[config.mk]
export PLATFORM = sky130hd
export DESIGN_NAME = threshold_stripe_run_detector_core
export DESIGN_NICKNAME = d
export VERILOG_FILES = /design/src/hdl/tsrd_pkg.sv /design/src/hdl/threshold_stripe_run_detector_core.sv /design/src/hdl/tsrd_div.sv /design/src/hdl/tsrd_stripe.sv
export SDC_FILE = /design/constraint.sdc
export NUM_CORES = 1
export LEC_CHECK = 0
export ABC_AREA = 1
export BUFFER_PORTS_ARGS = -buffer_cell sky130_fd_sc_hd__buf_2
export CAP_MARGIN = 20
export CORE_UTILIZATION = 67
export CTS_BUF_LIST = sky130_fd_sc_hd__clkbuf_16
export CTS_CLUSTER_DIAMETER = 150
export DETAILED_ROUTE_END_ITERATION = 8
export PLACE_DENSITY = 0.85
export SLEW_MARGIN = 20
export SYNTH_ARGS = -nofsm -noshare
export SYNTH_HDL_FRONTEND = slang
export SYNTH_SLANG_ARGS = --single-unit
[constraint.sdc]
create_clock -name clk_i -period 5.7 [get_ports clk_i]
set_input_delay 0 -clock clk_i [delete_from_list [all_inputs] [get_ports clk_i]]
set_output_delay 0 -clock clk_i [all_outputs]
set_load 0.01 [all_outputs]
[src/hdl/tsrd_pkg.sv]
// Shared constants and types for the threshold stripe run detector.
package tsrd_pkg;

  // Line geometry
  localparam int MaxStripes   = 32;
  localparam int MaxLineWidth = 4096;
  localparam int ColW         = (MaxLineWidth > 1) ? $clog2(MaxLineWidth) : 1;
  localparam int StripeCntW   = $clog2(MaxStripes + 1);

  // Field widths fixed by the interface
  localparam int PixW    = 8;
  localparam int PosW    = 12;
  localparam int LenW    = 13;
  localparam int NumW    = 5;
  localparam int AccW    = 32;

  localparam logic [LenW-1:0] LenMax         = {LenW{1'b1}};
  localparam logic [PixW-1:0] EmptyThreshold = PixW'((1 << PixW) / 2 - 1);

  // Result kind codes
  localparam logic KindStripe    = 1'b0;
  localparam logic KindThreshold = 1'b1;

  // One stripe record as the tracker reports it
  typedef struct packed {
    logic [PosW-1:0] start_col;
    logic [PosW-1:0] end_col;
    logic [LenW-1:0] length;
    logic            level;
    logic [NumW-1:0] number;
    logic            final_line;
  } stripe_rec_t;

  // What a pixel step produces
  typedef struct packed {
    logic        close_valid;
    stripe_rec_t close_rec;
    logic        final_valid;
    stripe_rec_t final_rec;
  } stripe_step_t;

  // One result request on the output channel
  typedef struct packed {
    logic            result_kind;
    logic [PosW-1:0] stripe_start;
    logic [PosW-1:0] stripe_end;
    logic [LenW-1:0] stripe_length;
    logic            stripe_level;
    logic [NumW-1:0] stripe_number;
    logic            final_of_line;
    logic [PixW-1:0] new_threshold;
    logic            last_result;
  } result_t;

  // Low bits of a column as carried in a position field
  function automatic logic [PosW-1:0] col_field(logic [ColW-1:0] c);
    logic [ColW+PosW-1:0] w;
    w = {{PosW{1'b0}}, c};
    return w[PosW-1:0];
  endfunction

  // Low bits of a stripe position (count minus one)
  function automatic logic [NumW-1:0] num_field(logic [StripeCntW-1:0] s);
    logic [StripeCntW-1:0]      m;
    logic [StripeCntW+NumW-1:0] w;
    m = s - StripeCntW'(1);
    w = {{NumW{1'b0}}, m};
    return w[NumW-1:0];
  endfunction

endpackage

[src/hdl/threshold_stripe_run_detector_core.sv]
// Top level of the threshold stripe run detector: sequencer, accumulators, output stage.
//
// Input channel (in_valid_i/in_ready_o) takes one request per item: a pixel
// (kind_i = 0, with last_in_line_i on the final pixel of a line) or an end of
// frame (kind_i = 1). Output channel (out_valid_o/out_ready_i) carries stripe
// records and threshold results, last_result_o set on the final result of an item.
// Pixels are classed against the current threshold (0 after reset).
// A pixel that causes no record is taken without holding the input; one causing
// records holds the input while they move into the output register.
// An end of frame runs the bit-serial divider of the pixel sum by the pixel count,
// one quotient bit per cycle. A queued result moves into the output register once free.
// in_ready_o is high only while the sequencer is idle; it does not wait for
// the output register, so a pixel may be taken while a result waits. When the
// receiver stalls, queued records wait and the input closes at the next record.
// Reset clears the threshold, sum, count and the line state; no output is valid.
module threshold_stripe_run_detector_core (
  input  logic                          clk_i,
  input  logic                          rst_ni,
  input  logic                          in_valid_i,
  output logic                          in_ready_o,
  input  logic                          kind_i,
  input  logic [tsrd_pkg::PixW-1:0]     pixel_i,
  input  logic                          last_in_line_i,
  output logic                          out_valid_o,
  input  logic                          out_ready_i,
  output logic                          result_kind_o,
  output logic [tsrd_pkg::PosW-1:0]     stripe_start_o,
  output logic [tsrd_pkg::PosW-1:0]     stripe_end_o,
  output logic [tsrd_pkg::LenW-1:0]     stripe_length_o,
  output logic                          stripe_level_o,
  output logic [tsrd_pkg::NumW-1:0]     stripe_number_o,
  output logic                          final_of_line_o,
  output logic [tsrd_pkg::PixW-1:0]     new_threshold_o,
  output logic                          last_result_o
);
  import tsrd_pkg::*;

  typedef enum logic [2:0] {
    ST_IDLE = 3'b001,
    ST_DIV  = 3'b010,
    ST_EMIT = 3'b100
  } state_e;

  function automatic result_t stripe_result(stripe_rec_t r, logic last);
    result_t o;
    o.result_kind   = KindStripe;
    o.stripe_start  = r.start_col;
    o.stripe_end    = r.end_col;
    o.stripe_length = r.length;
    o.stripe_level  = r.level;
    o.stripe_number = r.number;
    o.final_of_line = r.final_line;
    o.new_threshold = '0;
    o.last_result   = last;
    return o;
  endfunction

  state_e          state_q;
  logic [PixW-1:0] threshold_q;
  logic [AccW-1:0] sum_q;
  logic [AccW-1:0] count_q;
  logic            count_zero_q;
  result_t         pend0_q, pend1_q;
  logic [1:0]      pend_cnt_q;
  result_t         out_q;
  logic            out_valid_q;

  logic            accept;
  logic            pix_step;
  logic            eof_step;
  logic            out_free;
  logic            emit;
  stripe_step_t    stripe_step;
  logic            div_done;
  logic [AccW-1:0] quotient;
  logic [PixW-1:0] thr_new;
  result_t         thr_result;

  assign in_ready_o = (state_q == ST_IDLE);
  assign accept     = in_valid_i & in_ready_o;
  assign pix_step   = accept & (kind_i == KindStripe);
  assign eof_step   = accept & (kind_i == KindThreshold);
  assign out_free   = ~out_valid_q | out_ready_i;
  assign emit       = (state_q == ST_EMIT) & out_free & (pend_cnt_q != 2'd0);

  tsrd_stripe u_stripe (
    .clk_i       (clk_i),
    .rst_ni      (rst_ni),
    .step_i      (pix_step),
    .pixel_i     (pixel_i),
    .last_i      (last_in_line_i),
    .threshold_i (threshold_q),
    .step_o      (stripe_step)
  );

  tsrd_div u_div (
    .clk_i      (clk_i),
    .rst_ni     (rst_ni),
    .start_i    (eof_step),
    .dividend_i (sum_q),
    .divisor_i  (count_q),
    .done_o     (div_done),
    .quotient_o (quotient)
  );

  // Saturated quotient, empty frame gives the midpoint
  always_comb begin
    if (count_zero_q) begin
      thr_new = EmptyThreshold;
    end else if (quotient[AccW-1:PixW] != '0) begin
      thr_new = {PixW{1'b1}};
    end else begin
      thr_new = quotient[PixW-1:0];
    end
    thr_result               = '0;
    thr_result.result_kind   = KindThreshold;
    thr_result.new_threshold = thr_new;
    thr_result.last_result   = 1'b1;
  end

  // Sequencer, accumulators and threshold
  always_ff @(posedge clk_i or negedge rst_ni) begin
    if (!rst_ni) begin
      state_q      <= ST_IDLE;
      threshold_q  <= '0;
      sum_q        <= '0;
      count_q      <= '0;
      count_zero_q <= 1'b0;
      pend_cnt_q   <= 2'd0;
    end else begin
      case (state_q)
        ST_IDLE: begin
          if (pix_step) begin
            sum_q      <= sum_q + AccW'(pixel_i);
            count_q    <= count_q + AccW'(1);
            pend_cnt_q <= 2'(stripe_step.close_valid) + 2'(stripe_step.final_valid);
            if (stripe_step.close_valid | stripe_step.final_valid) begin
              state_q <= ST_EMIT;
            end
          end else if (eof_step) begin
            count_zero_q <= (count_q == '0);
            sum_q        <= '0;
            count_q      <= '0;
            state_q      <= ST_DIV;
          end
        end
        ST_DIV: begin
          if (div_done) begin
            threshold_q <= thr_new;
            pend_cnt_q  <= 2'd1;
            state_q     <= ST_EMIT;
          end
        end
        ST_EMIT: begin
          if (emit) begin
            pend_cnt_q <= pend_cnt_q - 2'd1;
            if (pend_cnt_q == 2'd1) begin
              state_q <= ST_IDLE;
            end
          end
        end
        default: begin
          state_q <= ST_IDLE;
        end
      endcase
    end
  end

  // Pending result records
  always_ff @(posedge clk_i) begin
    if (pix_step) begin
      if (stripe_step.close_valid) begin
        pend0_q <= stripe_result(stripe_step.close_rec, ~stripe_step.final_valid);
        pend1_q <= stripe_result(stripe_step.final_rec, 1'b1);
      end else begin
        pend0_q <= stripe_result(stripe_step.final_rec, 1'b1);
      end
    end else if ((state_q == ST_DIV) && div_done) begin
      pend0_q <= thr_result;
    end else if (emit) begin
      pend0_q <= pend1_q;
    end
  end

  // Output register
  always_ff @(posedge clk_i or negedge rst_ni) begin
    if (!rst_ni) begin
      out_valid_q <= 1'b0;
    end else if (emit) begin
      out_valid_q <= 1'b1;
    end else if (out_ready_i) begin
      out_valid_q <= 1'b0;
    end
  end

  always_ff @(posedge clk_i) begin
    if (emit) begin
      out_q <= pend0_q;
    end
  end

  assign out_valid_o     = out_valid_q;
  assign result_kind_o   = out_q.result_kind;
  assign stripe_start_o  = out_q.stripe_start;
  assign stripe_end_o    = out_q.stripe_end;
  assign stripe_length_o = out_q.stripe_length;
  assign stripe_level_o  = out_q.stripe_level;
  assign stripe_number_o = out_q.stripe_number;
  assign final_of_line_o = out_q.final_of_line;
  assign new_threshold_o = out_q.new_threshold;
  assign last_result_o   = out_q.last_result;

endmodule

[src/hdl/tsrd_div.sv]
// Iterative restoring divider, one quotient bit per cycle over a shared subtractor.
module tsrd_div (
  input  logic                     clk_i,
  input  logic                     rst_ni,
  input  logic                     start_i,
  input  logic [tsrd_pkg::AccW-1:0] dividend_i,
  input  logic [tsrd_pkg::AccW-1:0] divisor_i,
  output logic                     done_o,
  output logic [tsrd_pkg::AccW-1:0] quotient_o
);
  import tsrd_pkg::*;

  localparam int StepW = $clog2(AccW);

  logic               busy_q;
  logic [StepW-1:0]   step_q;
  logic [AccW-1:0]    rem_q;
  logic [AccW-1:0]    quo_q;
  logic [AccW-1:0]    dsr_q;
  logic               done_q;
  logic [AccW:0]      trial;
  logic               fits;

  // Shared subtract: partial remainder with next dividend bit against divisor
  assign trial = {rem_q, quo_q[AccW-1]} - {1'b0, dsr_q};
  assign fits  = ~trial[AccW];

  // Control
  always_ff @(posedge clk_i or negedge rst_ni) begin
    if (!rst_ni) begin
      busy_q <= 1'b0;
      step_q <= '0;
      done_q <= 1'b0;
    end else begin
      done_q <= 1'b0;
      if (start_i) begin
        busy_q <= 1'b1;
        step_q <= '0;
      end else if (busy_q) begin
        step_q <= step_q + StepW'(1);
        if (step_q == StepW'(AccW - 1)) begin
          busy_q <= 1'b0;
          done_q <= 1'b1;
        end
      end
    end
  end

  // Datapath: dividend shifts out of quo_q as quotient bits shift in
  always_ff @(posedge clk_i) begin
    if (start_i) begin
      rem_q <= '0;
      quo_q <= dividend_i;
      dsr_q <= divisor_i;
    end else if (busy_q) begin
      rem_q <= fits ? trial[AccW-1:0] : {rem_q[AccW-2:0], quo_q[AccW-1]};
      quo_q <= {quo_q[AccW-2:0], fits};
    end
  end

  assign done_o     = done_q;
  assign quotient_o = quo_q;

endmodule

[src/hdl/tsrd_stripe.sv]
// Stripe tracker: classifies pixels and opens, extends and closes stripes of a line.
module tsrd_stripe (
  input  logic                          clk_i,
  input  logic                          rst_ni,
  input  logic                          step_i,
  input  logic [tsrd_pkg::PixW-1:0]     pixel_i,
  input  logic                          last_i,
  input  logic [tsrd_pkg::PixW-1:0]     threshold_i,
  output tsrd_pkg::stripe_step_t        step_o
);
  import tsrd_pkg::*;

  logic [ColW-1:0]       column_q;
  logic [ColW-1:0]       open_start_q, open_start_d;
  logic [ColW-1:0]       open_end_q, open_end_d;
  logic [LenW-1:0]       open_len_q, open_len_d;
  logic                  open_level_q, open_level_d;
  logic [StripeCntW-1:0] stripes_q, stripes_d;
  logic [ColW-1:0]       column_inc;
  logic                  level;
  logic                  close_valid;

  assign level      = (pixel_i >= threshold_i);
  assign column_inc = (column_q < ColW'(MaxLineWidth - 1)) ? column_q + ColW'(1) : column_q;

  // Next open stripe
  always_comb begin
    open_start_d = open_start_q;
    open_end_d   = open_end_q;
    open_len_d   = open_len_q;
    open_level_d = open_level_q;
    stripes_d    = stripes_q;
    close_valid  = 1'b0;
    if (stripes_q == '0) begin
      open_start_d = column_q;
      open_end_d   = column_q;
      open_len_d   = LenW'(1);
      open_level_d = level;
      stripes_d    = StripeCntW'(1);
    end else if (level == open_level_q) begin
      open_end_d = column_q;
      if (open_len_q != LenMax) begin
        open_len_d = open_len_q + LenW'(1);
      end
    end else if (stripes_q < StripeCntW'(MaxStripes)) begin
      close_valid  = 1'b1;
      open_start_d = column_q;
      open_end_d   = column_q;
      open_len_d   = LenW'(1);
      open_level_d = level;
      stripes_d    = stripes_q + StripeCntW'(1);
    end
  end

  // Records: closing stripe from current state, final one from next state
  always_comb begin
    step_o.close_valid          = close_valid;
    step_o.close_rec.start_col  = col_field(open_start_q);
    step_o.close_rec.end_col    = col_field(open_end_q);
    step_o.close_rec.length     = open_len_q;
    step_o.close_rec.level      = open_level_q;
    step_o.close_rec.number     = num_field(stripes_q);
    step_o.close_rec.final_line = 1'b0;
    step_o.final_valid          = last_i;
    step_o.final_rec.start_col  = col_field(open_start_d);
    step_o.final_rec.end_col    = col_field(open_end_d);
    step_o.final_rec.length     = open_len_d;
    step_o.final_rec.level      = open_level_d;
    step_o.final_rec.number     = num_field(stripes_d);
    step_o.final_rec.final_line = 1'b1;
  end

  // State update on each accepted pixel
  always_ff @(posedge clk_i or negedge rst_ni) begin
    if (!rst_ni) begin
      column_q     <= '0;
      open_start_q <= '0;
      open_end_q   <= '0;
      open_len_q   <= '0;
      open_level_q <= 1'b0;
      stripes_q    <= '0;
    end else if (step_i) begin
      open_start_q <= open_start_d;
      open_end_q   <= open_end_d;
      open_len_q   <= open_len_d;
      open_level_q <= open_level_d;
      stripes_q    <= last_i ? '0 : stripes_d;
      column_q     <= last_i ? '0 : column_inc;
    end
  end

endmodule
==> impl_results.md <==
* CP top delay family: simple AND/OR/NAND/NOR gates
* MaxCap Viol Count at 0
* Yosys warns at 0
* Clock Latency Late Sink at 540 ps
* Total power at 0.0114 W
* Initial core utilization at 68.4%
* Sw frac at 40.5%
* Total CTS buffers at 40
* Finished Layout Cells at 2666
* Layout cells sized above 1 at 8.68%
* Top-area cell type share of the netlist area at roughly a third
* Clock root buffer: clkbuf_16
* Cells along the critical path: inv_1 > ha_1 > a21o_1 > nor2_2 > nand3_1 > nand2_2 > nand2_2 > nand2_4 > nor2_4 > nand2_2 > clkinv_2 > a22oi_1 > nand2_1
* Post-route setup slack at 1580 ps
* CP arrival at roughly 4400 ps
* Mapped cell area at 0.0197 mm^2
* CTS Buffer Depth at 3
* Die X at around 170 um
* Post-Syn Instances at 2187
* Sequential area share after synthesis at around 54%
* #FFs+latches synth at 389
* Final Hold Viols at 0
* Die ar. at 0.0301 mm^2
* # resized after CTS at 0
* Crit start category: flop
* Clk sinks at 389
* Grt met3 use at 4.06%
* Placed instance count at 2586
* Io pins at 70
* GRT Total Usage at 31.8%
* Max FO, Critical Path at 58
* Vias post-DR at 16000
* First-pass GRT wire length at 77.9 mm
* GRT met2 Usage at 52.1%
* Max Fclk at 243 MHz
* Top cells by area in the synthesized netlist: edfxtp_1 (33%), dfrtp_1 (18%), nand2_1 (11%)
* Share of power burned in registers at 38.6%
* Fin nets at 2328
* Overflow after GRT at 0
* Vias in the first global route at between 15000 and 20000
* Pint at 0.00679 W
* ANT nets after route at 0
* Top_reg_cell synth: edfxtp_1
* Mean Syn Cell Area at roughly 9.0 um^2
* Placer Congestion at a little under 1
* Max VDD drop at 0.395 mV
* CP bufs+invs at 2
* Clock power frac at between 20% and 30%
* Post-Syn Nets at between 2000 and 2500
* Slew Viols, Final at 0
* Via-per-instance ratio at around 6
* Pwr Density at about 530 mW/mm^2
* Row count at 62
* Unique masters post-synth at 58
* HPWL Detailed at 30.6 mm
* Setup CP Type: reg2reg
* Crit end category: flop
* Worst Hold Class: in2reg
* Most used cell, CP: nand2_2
* Die Height at between 150 and 200 um
* Outcome: finished, final reports clean
* DRC at 0
* CTS tree: built
* Final Skew at between 15 and 20 ps
* Post-CTS setup repair buffer count at 0
* Place WS at 1640 ps
* H-tree depth at 2
* Ys async rst share at 36.5%
* Crit share post-route at 72.3%
* Final TNS setup at 0 ps
* Initial antenna violation count at 1
* Area Growth Syn to Fin at 9.92%
* Grt peak-use layer: met2
* Post-synth top area cell: edfxtp_1
* Core area at 0.0288 mm^2
* Crit path required time at between 5000 and 6000 ps
* CP max stage delay at between 900 and 1000 ps
* Crit-path slowest cell: clkinv_2
* Switching power at 0.00463 W
* RSZ-0062 raised after global routing: no
* Max_slew headroom at 28.5%
* Post-synth EDFFs at 215
* Final setup viols at 0
* N_diodes at 0
* Leakage at approximately 9.4 nW
* Initial DRC count at 1774
* CTS clk-pin slew, worst paths at 60 ps
* IO buf count at 69
* Largest net degree at the start of global routing at 90
* Met1 Usage GRT at between 40% and 50%
* Drt pass-1 iters at 8
* WL final at 46.9 mm
* Clock period minus worst slack at 4120 ps
* Drt wl/cell at 17.6 um
* Worst Tran Pin Value at 1070 ps
* Cts hold-fix bufs at 7
* Comb power frac at 39.3%
## logic make-up (layout without fill, tap and decap cells)
kind of cell | count (synthesis) | after routing | synth area share, %
buffers and inverters | 312 | 407 | 6.31
adder cells (fa/ha/maj) | 63 | 63 | 4.08
XOR/XNOR | 56 | 56 | 2.49
flip-flops | 389 | 389 | 54.1
AND/OR/NAND/NOR | 1011 | 1011 | 22.6
AO/OA/AOI/OAI | 356 | 356 | 10.4
## final timing paths
check                                      startpoint  cells after the start  slack (ps)                           to
max                        threshold_q[7]$_DFFE_PN0P_                     13        1580        pend0_q[13]$_DFFE_PP_
min reg2reg                     pend0_q[45]$_DFFE_PP_                      0         420  stripe_start_o[4]$_DFFE_PP_
min                                        pixel_i[7]                      4          40         sum_q[7]$_DFFE_PN0P_
min in group asynchronous                      rst_ni                      2         100        sum_q[11]$_DFFE_PN0P_
max reg2reg                threshold_q[7]$_DFFE_PN0P_                     13        1580        pend0_q[13]$_DFFE_PP_
max in group asynchronous                      rst_ni                      3        4340      count_q[26]$_DFFE_PN0P_
## metrics by stage
step / hold slack (ps) / cell area, um^2 / util, %
global route: 69.1 / 21600 / 75.2
global placement: 129 / 20300 / 70.5
finish: 36.4 / 21600 / 75.2
detailed placement: 136 / 20300 / 70.5
floorplan: -296 / 19700 / -
CTS: 10.6 / 21600 / 75.2
## power by group through the flow
stage	Clock, W	Sequential [W]	Combinational, W
4_1_cts	0.00255	0.00440	0.00439
3_5_place_dp	0	0.00443	0.00432
5_1_grt	0.00266	0.00449	0.00502
2_1_floorplan	0	0.00429	0.00335
6_report	0.00253	0.00441	0.00449
3_3_place_gp	0	0.00440	0.00414
## layout by cell type, fill, tap and decap left out, types with 12 or more instances in the layout
cell	synthesis	routed
o21bai_1	12	12
xor2_1	34	34
nand2_1	572	570
o22ai_1	16	16
nor4_1	22	22
nand3b_1	23	23
a21oi_1	82	82
edfxtp_1	215	215
dfrtp_1	141	141
o21ai_0	162	162
buf_2	22	68
nand3_1	140	140
nand4_1	33	33
nor3_1	27	27
o211ai_1	24	24
dfxtp_1	32	32
inv_1	237	245
ha_1	61	61
o21ai_2	12	12
o21ai_1	13	13
clkbuf_16	0	41
xnor2_1	22	22
nor2_1	144	144
## synth_stat cells, types with 32 or more instances
library cell and instances:
nand2_1 572, inv_1 237, edfxtp_1 215, o21ai_0 162
nor2_1 144, dfrtp_1 141, nand3_1 140, a21oi_1 82
ha_1 61, xor2_1 34, nand4_1 33, dfxtp_1 32
## worst min-delay path: cells and delay by family
family / cells / cell delay (ps)
AO/OA/AOI/OAI: 1 / 120
adder cells (fa/ha/maj): 1 / 230
buffers and inverters: 1 / 110
AND/OR/NAND/NOR: 1 / 80
## sequential cells by signal, indices dropped and copies added, names as in the netlist, 5 cells and up
register / flops
stripe_end_o: 12
u_stripe.stripes_q: 6
u_div.rem_q: 32
u_div.quotient_o: 32
u_stripe.column_q: 12
u_div.step_q: 5
threshold_q: 8
pend1_q: 43
new_threshold_o: 8
u_div.dsr_q: 32
u_stripe.open_start_q: 12
stripe_number_o: 5
stripe_length_o: 13
pend0_q: 54
count_q: 32
u_stripe.open_end_q: 12
stripe_start_o: 12
sum_q: 32
u_stripe.open_len_q: 13
## per-layer routing
metal  vias to the layer above  part of all wire, %
li1                       7489                    -
met1                      7613                   42
met2                       807                   47
met3                       119                  8.2
met4                         2                  2.8
met5                         -                0.028
## layout make-up
cell class              instances  area [um^2]
clock buffers                  41         1030
clock inverters                32          238
fillers                      2007         7150
inverters                     249          938
multi-input cells            1486         7800
flip-flops and latches        389        10700
well taps                     384          480
repair buffers                 85          502
No activity file was read; power rests on OpenSTA's default activity.
